File: src/sv/h264ab_pkg.sv
// Shared types and constants for the H.264 Annex-B access unit checker.
// No dependencies; every other file refers to this package by scoped names.
package h264ab_pkg;

	localparam int unsigned BYTE_W = 8;
	localparam int unsigned TYPE_W = 5;

	localparam logic [BYTE_W-1:0] BYTE_ZERO      = 8'h00;
	localparam logic [BYTE_W-1:0] BYTE_ONE       = 8'h01;
	localparam logic [BYTE_W-1:0] BYTE_EMUL_MAX  = 8'h03;
	localparam logic [BYTE_W-1:0] BYTE_EMUL_LOW  = 8'h02;
	localparam logic [BYTE_W-1:0] BYTE_EMUL      = 8'h03;
	localparam logic [BYTE_W-1:0] FORBIDDEN_MASK = 8'h80;
	localparam logic [BYTE_W-1:0] TYPE_MASK      = 8'h1f;

	localparam logic [TYPE_W-1:0] NAL_TYPE_FIRST_SLICE = 5'd1;
	localparam logic [TYPE_W-1:0] NAL_TYPE_IDR         = 5'd5;
	localparam logic [TYPE_W-1:0] NAL_TYPE_SPS         = 5'd7;
	localparam logic [TYPE_W-1:0] NAL_TYPE_PPS         = 5'd8;
	localparam logic [TYPE_W-1:0] NAL_TYPE_LIMIT       = 5'd24;

	localparam logic [1:0] ZERO_RUN_MAX = 2'd3;
	localparam logic [1:0] ZERO_RUN_SC  = 2'd2;
	localparam logic [1:0] NAL_LEN_MIN  = 2'd2;
	localparam logic [1:0] NAL_LEN_HDR  = 2'd1;

	typedef enum logic [1:0] {
		PH_LEAD = 2'd0,
		PH_HEAD = 2'd1,
		PH_BODY = 2'd2
	} phase_t;

	typedef struct packed {
		logic slice;
		logic idr;
		logic sps;
		logic pps;
		logic ps_only;
	} type_flags_t;

	localparam type_flags_t TYPE_FLAGS_RESET = '{
		slice: 1'b0, idr: 1'b0, sps: 1'b0, pps: 1'b0, ps_only: 1'b1
	};

	typedef struct packed {
		logic [BYTE_W-1:0] stream_byte;
		logic              unit_last;
	} item_t;

	typedef struct packed {
		logic        unit_ok;
		type_flags_t flags;
	} result_t;

endpackage

File: src/sv/h264ab_parse.sv
// Parser state and per-byte next-state logic of the Annex-B checker.
// Depends on h264ab_pkg.
module h264ab_parse (
	input  logic                  clk,
	input  logic                  arst_n,
	input  logic                  step,
	input  h264ab_pkg::item_t     item_s1,
	output logic                  res_load,
	output h264ab_pkg::result_t   res
);

	h264ab_pkg::phase_t      phase_q, phase_n;
	logic [1:0]              zero_run_q, zero_run_n;
	logic [1:0]              nal_len_q, nal_len_n;
	logic                    esc_q, esc_n;
	logic                    failed_q, failed_n;
	h264ab_pkg::type_flags_t flags_q, flags_n;

	logic [h264ab_pkg::BYTE_W-1:0] b;
	logic [h264ab_pkg::TYPE_W-1:0] t;
	logic                          body_fail;
	logic                          end_fail;

	assign b = item_s1.stream_byte;
	assign t = h264ab_pkg::TYPE_W'(b & h264ab_pkg::TYPE_MASK);

	always_comb begin
		phase_n    = phase_q;
		zero_run_n = zero_run_q;
		nal_len_n  = nal_len_q;
		esc_n      = esc_q;
		failed_n   = failed_q;
		flags_n    = flags_q;
		body_fail  = 1'b0;
		end_fail   = 1'b0;

		if (!failed_q) begin
			unique case (phase_q)
				h264ab_pkg::PH_HEAD: begin
					if (b == h264ab_pkg::BYTE_ZERO
						|| (b & h264ab_pkg::FORBIDDEN_MASK) != h264ab_pkg::BYTE_ZERO
						|| t == '0 || t >= h264ab_pkg::NAL_TYPE_LIMIT) begin
						failed_n = 1'b1;
					end else begin
						if (t >= h264ab_pkg::NAL_TYPE_FIRST_SLICE
							&& t <= h264ab_pkg::NAL_TYPE_IDR)
							flags_n.slice = 1'b1;
						if (t == h264ab_pkg::NAL_TYPE_IDR) flags_n.idr = 1'b1;
						if (t == h264ab_pkg::NAL_TYPE_SPS) flags_n.sps = 1'b1;
						if (t == h264ab_pkg::NAL_TYPE_PPS) flags_n.pps = 1'b1;
						if (t != h264ab_pkg::NAL_TYPE_SPS && t != h264ab_pkg::NAL_TYPE_PPS)
							flags_n.ps_only = 1'b0;
						phase_n    = h264ab_pkg::PH_BODY;
						nal_len_n  = h264ab_pkg::NAL_LEN_HDR;
						zero_run_n = '0;
						esc_n      = 1'b0;
					end
				end
				h264ab_pkg::PH_BODY: begin
					if (b == h264ab_pkg::BYTE_ZERO) begin
						if (zero_run_q != h264ab_pkg::ZERO_RUN_MAX)
							zero_run_n = zero_run_q + 2'd1;
					end else if (b == h264ab_pkg::BYTE_ONE
						&& zero_run_q >= h264ab_pkg::ZERO_RUN_SC) begin
						// start code closes the current NAL unit
						if (esc_q || nal_len_q < h264ab_pkg::NAL_LEN_MIN)
							failed_n = 1'b1;
						phase_n    = h264ab_pkg::PH_HEAD;
						zero_run_n = '0;
						nal_len_n  = '0;
						esc_n      = 1'b0;
					end else begin
						nal_len_n = h264ab_pkg::NAL_LEN_MIN;
						if (esc_q) begin
							if (zero_run_q == '0 && b > h264ab_pkg::BYTE_EMUL_MAX)
								body_fail = 1'b1;
							else
								esc_n = 1'b0;
						end
						if (!body_fail) begin
							if (zero_run_q == h264ab_pkg::ZERO_RUN_MAX) begin
								body_fail = 1'b1;
							end else if (zero_run_q == h264ab_pkg::ZERO_RUN_SC) begin
								if (b <= h264ab_pkg::BYTE_EMUL_LOW)
									body_fail = 1'b1;
								else if (b == h264ab_pkg::BYTE_EMUL)
									esc_n = 1'b1;
							end
						end
						if (!body_fail) zero_run_n = '0;
						if (body_fail) failed_n = 1'b1;
					end
				end
				default: begin
					if (b == h264ab_pkg::BYTE_ZERO) begin
						if (zero_run_q != h264ab_pkg::ZERO_RUN_MAX)
							zero_run_n = zero_run_q + 2'd1;
					end else if (b == h264ab_pkg::BYTE_ONE
						&& zero_run_q >= h264ab_pkg::ZERO_RUN_SC) begin
						phase_n    = h264ab_pkg::PH_HEAD;
						zero_run_n = '0;
					end else begin
						failed_n = 1'b1;
					end
				end
			endcase
		end

		// end of unit: the open NAL unit must close cleanly
		end_fail = failed_n;
		if (!failed_n) begin
			if (phase_n == h264ab_pkg::PH_BODY) begin
				if (esc_n || nal_len_n < h264ab_pkg::NAL_LEN_MIN) end_fail = 1'b1;
			end else begin
				end_fail = 1'b1;
			end
		end

		res.unit_ok = ~end_fail;
		res.flags   = end_fail ? '0 : flags_n;
	end

	assign res_load = step & item_s1.unit_last;

	always_ff @(posedge clk or negedge arst_n) begin
		if (!arst_n) begin
			phase_q    <= h264ab_pkg::PH_LEAD;
			zero_run_q <= '0;
			nal_len_q  <= '0;
			esc_q      <= 1'b0;
			failed_q   <= 1'b0;
			flags_q    <= h264ab_pkg::TYPE_FLAGS_RESET;
		end else if (step) begin
			if (item_s1.unit_last) begin
				phase_q    <= h264ab_pkg::PH_LEAD;
				zero_run_q <= '0;
				nal_len_q  <= '0;
				esc_q      <= 1'b0;
				failed_q   <= 1'b0;
				flags_q    <= h264ab_pkg::TYPE_FLAGS_RESET;
			end else begin
				phase_q    <= phase_n;
				zero_run_q <= zero_run_n;
				nal_len_q  <= nal_len_n;
				esc_q      <= esc_n;
				failed_q   <= failed_n;
				flags_q    <= flags_n;
			end
		end
	end

endmodule

File: config.mk
export PLATFORM = sky130hd
export DESIGN_NAME = h264ab_parse
export DESIGN_NICKNAME = d
export VERILOG_FILES = /design/src/sv/h264ab_pkg.sv /design/src/sv/h264ab_parse.sv
export SDC_FILE = /design/constraint.sdc
export NUM_CORES = 1
export LEC_CHECK = 0
export ABC_AREA = 1
export BUFFER_PORTS_ARGS = -buffer_cell sky130_fd_sc_hd__buf_2
export CAP_MARGIN = 5
export CORE_MARGIN = 3
export CORE_UTILIZATION = 55
export DETAILED_ROUTE_END_ITERATION = 16
export PLACE_DENSITY = 0.79
export SETUP_SLACK_MARGIN = 0.05
export SKIP_CTS_REPAIR_TIMING = 1
export SYNTH_ARGS = -nofsm -noshare
export SYNTH_HDL_FRONTEND = slang
export SYNTH_SLANG_ARGS = --single-unit
File: constraint.sdc
create_clock -name clk -period 2 [get_ports clk]
set_input_delay 0 -clock clk [delete_from_list [all_inputs] [get_ports clk]]
set_output_delay 0 -clock clk [all_outputs]
set_load 0.005 [all_outputs]
Word level (Yosys, flattened, before mapping)
Index checks and enable logic that the tools add are counted.
{"block": "word_totals", "ff_bits": 13, "latchBits": 0, "ramBits": 0, "rom_bits": 0, "inputBits": 12, "mem_count": 0}
{"block": "op_classes", "add_sub_neg": 1, "mul": 0, "n_div": 0, "n_lt_le_gt_ge": 8, "n_eq_ne": 16, "n_shift": 0, "n_mux": 70, "bitwise": 2, "n_reduce_logical": 14}
{"cell": "2-to-1 mux 1 bit", "count": 41}
{"cell": "2-to-1 mux 2 bit", "count": 20}
{"cell": "2-to-1 mux 5 bit", "count": 5}
{"cell": "== test 5 x 3 -> 1 bit (second input constant)", "count": 2}
{"cell": "== test 2 bit (second input constant)", "count": 4}
{"cell": "== test 8 x 1 -> 1 bit (second input constant)", "count": 1}
{"cell": "== test 8 x 2 -> 1 bit (second input constant)", "count": 1}
{"cell": "> comparator 8 x 2 -> 1 bit (second input constant)", "count": 1}
{"cell": "less-or-equal comparator 8 x 2 -> 1 bit (second input constant)", "count": 1}
{"cell": "logical NOT 8 bit", "count": 1}
{"cell": "case mux 2 bit (2 select lines)", "count": 2}
{"cell": "== test 5 x 4 -> 1 bit (second input constant)", "count": 1}
{"cell": ">= comparator 5 x 1 -> 1 bit (second input constant)", "count": 1}
{"cell": ">= comparator 5 bit (second input constant)", "count": 1}
{"cell": "less-or-equal comparator 5 x 3 -> 1 bit (second input constant)", "count": 1}
{"cell": "logical NOT 5 bit", "count": 1}
{"cell": "logical OR 1 bit", "count": 5}
{"cell": "inequality test 5 x 3 -> 1 bit (second input constant)", "count": 1}
{"cell": "inequality test 5 x 4 -> 1 bit (second input constant)", "count": 1}
{"cell": "inequality test 5 bit (second input constant)", "count": 1}
{"cell": "AND reduction 5 bit", "count": 1}
{"cell": "nonzero test 5 bit", "count": 1}
{"cell": "logical AND 1 bit", "count": 4}
{"cell": "less-than comparator 2 bit (second input constant)", "count": 2}
{"cell": "9 further kinds", "count": 11}

Depth between registers and ports, before layout
{"block": "depth", "ltp_word": 20, "depth_mapped": 12, "ltp_nobuf": 12}

Worst setup path before layout
Ideal clock, no wire load.
{"block": "synth_path", "path_type": "flip-flop to flip-flop", "start": "register zero_run_q[0]", "end": "register zero_run_q[1]", "setup_ns": 0.117, "arrival_time_ns": 1.335, "required_time_ns": 1.883, "setup_slack_ns": 0.549, "path_stages_with_launch": 12, "period_less_slack_ns": 1.451, "path_cell_list": "dfrtp_1 -> inv_1 -> ha_1 -> nor2_1 -> nor2_2 -> o21ai_0 -> nand3_1 -> nand2_1 -> nand2_1 -> nand2_1 -> nand2_1 -> nand2_1"}
{"block": "synth_via", "elab_chain_cells": 15, "elab_cells_between_ends": 31, "cone_classes": "1 x add/sub; 1 x order compare; 4 x eq/ne; 20 x mux; 5 x reduce/logical"}
{"element": "start: declaration", "line_no": "h264ab_parse.sv:13", "text": "logic [1:0] zero_run_q, zero_run_n;"}
{"element": "start signal: assignment", "line_no": "h264ab_parse.sv:143", "text": "zero_run_q <= zero_run_n;"}
{"element": "logical NOT 2 bit", "line_no": "h264ab_parse.sv:75", "text": "if (zero_run_q == '0 && b > h264ab_pkg::BYTE_EMUL_MAX)"}
{"element": "logical AND 1 bit", "line_no": "h264ab_parse.sv:75"}
{"element": "2-to-1 mux 1 bit", "line_no": "h264ab_parse.sv:75"}
{"element": "2-to-1 mux 1 bit", "line_no": "h264ab_parse.sv:74", "text": "if (esc_q) begin"}
{"element": "2-to-1 mux 1 bit", "line_no": "h264ab_parse.sv:63", "text": "end else if (b == h264ab_pkg::BYTE_ONE"}
{"element": "2-to-1 mux 1 bit", "line_no": "h264ab_parse.sv:60", "text": "if (b == h264ab_pkg::BYTE_ZERO) begin"}
{"element": "2-to-1 mux 1 bit", "line_no": "h264ab_parse.sv:38", "text": "unique case (phase_q)"}
{"element": "2-to-1 mux 1 bit", "line_no": "h264ab_parse.sv:37", "text": "if (!failed_q) begin"}
{"element": "2-to-1 mux 1 bit", "line_no": "h264ab_parse.sv:80", "text": "if (!body_fail) begin"}
{"element": "2-to-1 mux 1 bit", "line_no": "h264ab_parse.sv:63"}
{"element": "2-to-1 mux 1 bit", "line_no": "h264ab_parse.sv:60"}
{"element": "2-to-1 mux 1 bit", "line_no": "h264ab_parse.sv:38"}
{"element": "2-to-1 mux 1 bit", "line_no": "h264ab_parse.sv:37"}
{"element": "inequality test 5 bit (no source line)"}
{"element": "AND reduction 5 bit (no source line)"}
Parallel ways exist; a longest one is shown, timed or not. The select of a mux whose other input is x is not followed.
A chain may end at the register's enable or synchronous reset.

==> report_table.html <==
<table>
<tr><th>Metric</th><th>Value</th></tr>
<tr><th colspan="2">Setup path</th></tr>
<tr><td>Longest individual stage delay on the worst path</td><td>390 ps</td></tr>
<tr><td>Setup slack, reg-to-reg</td><td>330 ps</td></tr>
<tr><td>Endpoint of the worst-slack reg-to-reg timing path</td><td>esc_q$_DFFE_PN0P_</td></tr>
<tr><td>Classification of the worst setup path</td><td>reg -&gt; out</td></tr>
<tr><td>Cell repeated most along the worst path</td><td>nand2_1</td></tr>
<tr><td>CP startpoint kind</td><td>flop</td></tr>
<tr><td>Crit-path leading delay family</td><td>simple AND/OR/NAND/NOR gates</td></tr>
<tr><td>Critical path arrival</td><td>1940 ps</td></tr>
<tr><td>Total buffers and inverters traversed by the critical path</td><td>4</td></tr>
<tr><td>Slowest stage cell on the critical path</td><td>dfrtp_1</td></tr>
<tr><td>Sort of element at the end of the critical path</td><td>output pin</td></tr>
<tr><td>Ordered list of cells on the worst path</td><td>buf_4 &gt; ha_2 &gt; inv_2 &gt; nand2_1 &gt; nor2_1 &gt; nand2_1 &gt; nand3_2 &gt; nand2_1 &gt; nand2_1 &gt; inv_2 &gt; nand3_4 &gt; nor3_2 &gt; buf_2</td></tr>
<tr><td>Required time worst endpoint</td><td>2000 ps</td></tr>
<tr><td>Reg-to-reg critical path startpoint</td><td>zero_run_q[0]$_DFFE_PN0P_</td></tr>
<tr><td>Cell depth of the worst flop-to-flop path</td><td>12</td></tr>
<tr><td>Largest fanout on the critical path</td><td>6</td></tr>
<tr><th colspan="2">Status</th></tr>
<tr><td>Outcome</td><td>completed</td></tr>
<tr><th colspan="2">Place</th></tr>
<tr><td>Detailed Place HPWL</td><td>2070 µm</td></tr>
<tr><td>Setup slack at placement</td><td>299 ps</td></tr>
<tr><td>Port-buffer cells</td><td>18</td></tr>
<tr><td>Routability-driven placement congestion ratio</td><td>0.922</td></tr>
<tr><th colspan="2">Floorplanning</th></tr>
<tr><td>Die Span Y</td><td>50.3 µm</td></tr>
<tr><td>Starting Density</td><td>60.6%</td></tr>
<tr><td>Num rows</td><td>15</td></tr>
<tr><td>Std-Cell Core Area</td><td>1780 µm²</td></tr>
<tr><td>Die X</td><td>50.3 µm</td></tr>
<tr><td>Die area</td><td>2530 µm²</td></tr>
<tr><td>Number of I/O pins</td><td>19</td></tr>
<tr><th colspan="2">GRT</th></tr>
<tr><td>Congestion Overflow GR</td><td>0</td></tr>
<tr><td>GRT Resource Usage Total</td><td>23.7%</td></tr>
<tr><td>Wire length of the first global-routing pass</td><td>4480 µm</td></tr>
<tr><td>Vias in the first global route</td><td>1045</td></tr>
<tr><td>Pin count of the biggest net entering global routing</td><td>13</td></tr>
<tr><td>Initial antenna violation count</td><td>0</td></tr>
<tr><th colspan="2">Drt</th></tr>
<tr><td>Vias after detailed routing</td><td>1155</td></tr>
<tr><td>Initial detailed-routing violation count</td><td>36</td></tr>
<tr><td>ANT nets after route</td><td>0</td></tr>
<tr><td>Detailed-routed wire length on met2</td><td>1420 µm</td></tr>
<tr><td>Total wirelength of the detailed-routed design</td><td>2900 µm</td></tr>
<tr><td>Total routed wire length on the met1 layer</td><td>1270 µm</td></tr>
<tr><td>Vias per std cell</td><td>5.42</td></tr>
<tr><td>DR WL met3</td><td>109 µm</td></tr>
<tr><td>DR DRC count</td><td>0</td></tr>
<tr><td>Wire length per cell</td><td>13.6 µm</td></tr>
<tr><td>Highest metal used</td><td>met4</td></tr>
<tr><td>Initial DRT Pass Iterations</td><td>5</td></tr>
<tr><th colspan="2">Synth</th></tr>
<tr><td>Yosys warning count</td><td>0</td></tr>
<tr><td>Yosys cell types</td><td>26</td></tr>
<tr><td>Cell area after technology mapping</td><td>1080 µm²</td></tr>
<tr><td>Mean Syn Cell Area</td><td>6.84 µm²</td></tr>
<tr><td>Syn nets</td><td>175</td></tr>
<tr><td>Post-synth top area cell</td><td>dfrtp_1</td></tr>
<tr><td>Async set or reset register ratio after synthesis</td><td>100%</td></tr>
<tr><td>Most instantiated library cell after synthesis</td><td>nand2_1</td></tr>
<tr><td>Share of synthesized area occupied by flip-flops and latches</td><td>27.9%</td></tr>
<tr><td>Area contributors post-synth</td><td>dfrtp_1 (25%), nand2_1 (13%), inv_1 (8.7%), nor2_1 (6.3%), ha_1 (5.8%)</td></tr>
<tr><td>Top flip-flop cell by instance count after synthesis</td><td>dfrtp_1</td></tr>
<tr><td>List of most frequent post-synthesis cells</td><td>nand2_1 (36), inv_1 (25), nor2_1 (18)</td></tr>
<tr><td>Post-Syn Instances</td><td>158</td></tr>
<tr><td>Fraction of post-synthesis cell area in the top cell type by area</td><td>25.5%</td></tr>
<tr><td>Post-synth EDFFs</td><td>0</td></tr>
<tr><td>Number of synthesized register bits</td><td>12</td></tr>
<tr><th colspan="2">Clocking</th></tr>
<tr><td>Insertion delay of the later-clocked pin in the worst-skew pair</td><td>290 ps</td></tr>
<tr><td>Max Buffers Root-to-Sink</td><td>2</td></tr>
<tr><td>H-tree level count</td><td>1</td></tr>
<tr><td>Clock transition time at the flip-flop clock pins of the worst setup and hold paths</td><td>80 ps</td></tr>
<tr><td>Count of clock tree sinks</td><td>12</td></tr>
<tr><td>Total clock buffers created by CTS</td><td>3</td></tr>
<tr><td>Root buffer cell</td><td>clkbuf_4</td></tr>
<tr><td>Clock tree from TritonCTS</td><td>done</td></tr>
<tr><th colspan="2">Pwr</th></tr>
<tr><td>Leak pwr</td><td>0.000638 µW</td></tr>
<tr><td>Worst IR Drop VDD</td><td>344 µV</td></tr>
<tr><td>Total power per unit cell area</td><td>354 nW/µm²</td></tr>
<tr><th colspan="2">STA</th></tr>
<tr><td>Unrepaired setup endpoints after global routing</td><td>true</td></tr>
<tr><td>Setup TNS</td><td>0 ps</td></tr>
<tr><td>Max Fclk</td><td>516 MHz</td></tr>
<tr><td>Min Clock Period, post-route</td><td>1940 ps</td></tr>
<tr><td>Setup violators final</td><td>0</td></tr>
<tr><td>Final cycle utilization of the critical path</td><td>96.8%</td></tr>
<tr><td>Hold Worst Slack</td><td>57.4 ps</td></tr>
<tr><td>Worst slew pin tran</td><td>330 ps</td></tr>
<tr><td>Worst clock skew</td><td>10.5 ps</td></tr>
<tr><td>Count of final max-slew check failures</td><td>0</td></tr>
<tr><td>Hold violation total from the final report</td><td>0</td></tr>
<tr><td>Post-route setup slack</td><td>63.2 ps</td></tr>
<tr><td>Worst slew margin relative to its limit</td><td>77.8%</td></tr>
<tr><th colspan="2">Worst hold path</th></tr>
<tr><td>Number of cells on the worst hold path</td><td>2</td></tr>
<tr><td>Hold-critical path endpoint</td><td>phase_q[0]$_DFFE_PN0P_</td></tr>
<tr><td>Beginning of the worst hold path</td><td>step</td></tr>
<tr><td>Class of the tightest hold or removal check</td><td>in -&gt; reg</td></tr>
<tr><th colspan="2">Cells and area</th></tr>
<tr><td>Share of post-route cells with drive strength above 1</td><td>40.4%</td></tr>
<tr><td>Layout area overhead</td><td>26.0%</td></tr>
<tr><td>Core occupancy in the finished layout</td><td>76.4%</td></tr>
<tr><td>Number of antenna repair diodes</td><td>0</td></tr>
<tr><td>Number of nets in the final layout</td><td>206</td></tr>
<tr><th colspan="2">Job</th></tr>
<tr><td>Maximum Capacitance Violations</td><td>0</td></tr>
</table>
-- logic make-up (layout without fill, tap and decap cells) --
group | after synthesis | count (layout) | share of synthesized area [%]
flip-flops | 12 | 12 | 27.9
AND/OR/NAND/NOR | 91 | 91 | 44.9
buffers and inverters | 27 | 57 | 9.37
AO/OA/AOI/OAI | 23 | 23 | 12.0
adder cells (fa/ha/maj) | 5 | 5 | 5.79
-- metrics by stage --
| step | power, µW | instance area, µm² | instances |
|---|---|---|---|
| floorplan | 290 | 1080 | 158 |
| global placement | 318 | 1200 | 200 |
| detailed placement | 320 | 1200 | 200 |
| CTS | 487 | 1220 | 204 |
| global route | 510 | 1360 | 213 |
| finish | 483 | 1360 | 213 |
-- sequential cells by signal, summed over array words and instances (netlist names) --
name / count
nal_len_q: 1
esc_q: 1
failed_q: 1
phase_q: 2
flags_q: 5
zero_run_q: 2
-- cells in the final DEF, fill, tap and decap left out, types with 2 or more instances in the layout --
cell type	n
nand2_1	34
inv_1	18
buf_2	18
nor2_1	16
dfrtp_1	10
nand2_2	9
inv_2	8
buf_4	8
nand3_1	7
a21oi_1	7
o21ai_0	7
nor3_2	6
nor2_4	5
nand3_2	5
nor2_2	3
ha_2	3
clkbuf_4	3
o21ai_1	2
nand4_1	2
nor3_1	2
o22ai_1	2
ha_4	2
-- worst max-delay path by stage --
stage | from | to | slack [ps] | cells after the start
2_1_floorplan | zero_run_q[0]$_DFFE_PN0P_ | zero_run_q[1]$_DFFE_PN0P_ | 550 | 11
5_1_grt | zero_run_q[0]$_DFFE_PN0P_ | res[2] | -70 | 13
3_3_place_gp | zero_run_q[0]$_DFFE_PN0P_ | res[4] | 320 | 10
6_report | zero_run_q[0]$_DFFE_PN0P_ | res[1] | 60 | 13
3_5_place_dp | zero_run_q[0]$_DFFE_PN0P_ | res[4] | 300 | 10
4_1_cts | phase_q[0]$_DFFE_PN0P_ | res[4] | -40 | 8
-- worst reg2reg max path, cell delays in order, from the launching register on --
cell	delay, ps
dfrtp_1	410
buf_4	150
ha_2	190
inv_2	60
nand2_1	60
nor2_1	110
nand2_1	70
nand3_2	80
nand2_1	50
nand2_1	70
inv_2	60
buf_4	130
o21ai_0	150
-- routing by layer --
layer  vias to the layer above  track usage, %
met1                       529            28.0
li1                        574               -
met2                        39            42.0
met3                        13            2.67
met4                         0            12.1
met5                         -               0
-- where the power goes --
part / internal, µW / total (µW) / switching, µW
combinational: 22.4 / 73.2 / 50.8
clock: 77.6 / 162 / 84.3
sequential: 245 / 248 / 2.87
total: 345 / 483 / 138
-- cell type report --
class                           count  area, µm²
Inverter                           26       97.6
Clock buffer                        4       26.3
Fill cell                         138        420
Timing Repair Buffer               27        160
Multi-Input combinational cell    119        744
Tap cell                           25       31.3
Sequential cell                    12        303
No activity file was read; power rests on OpenSTA's default activity.
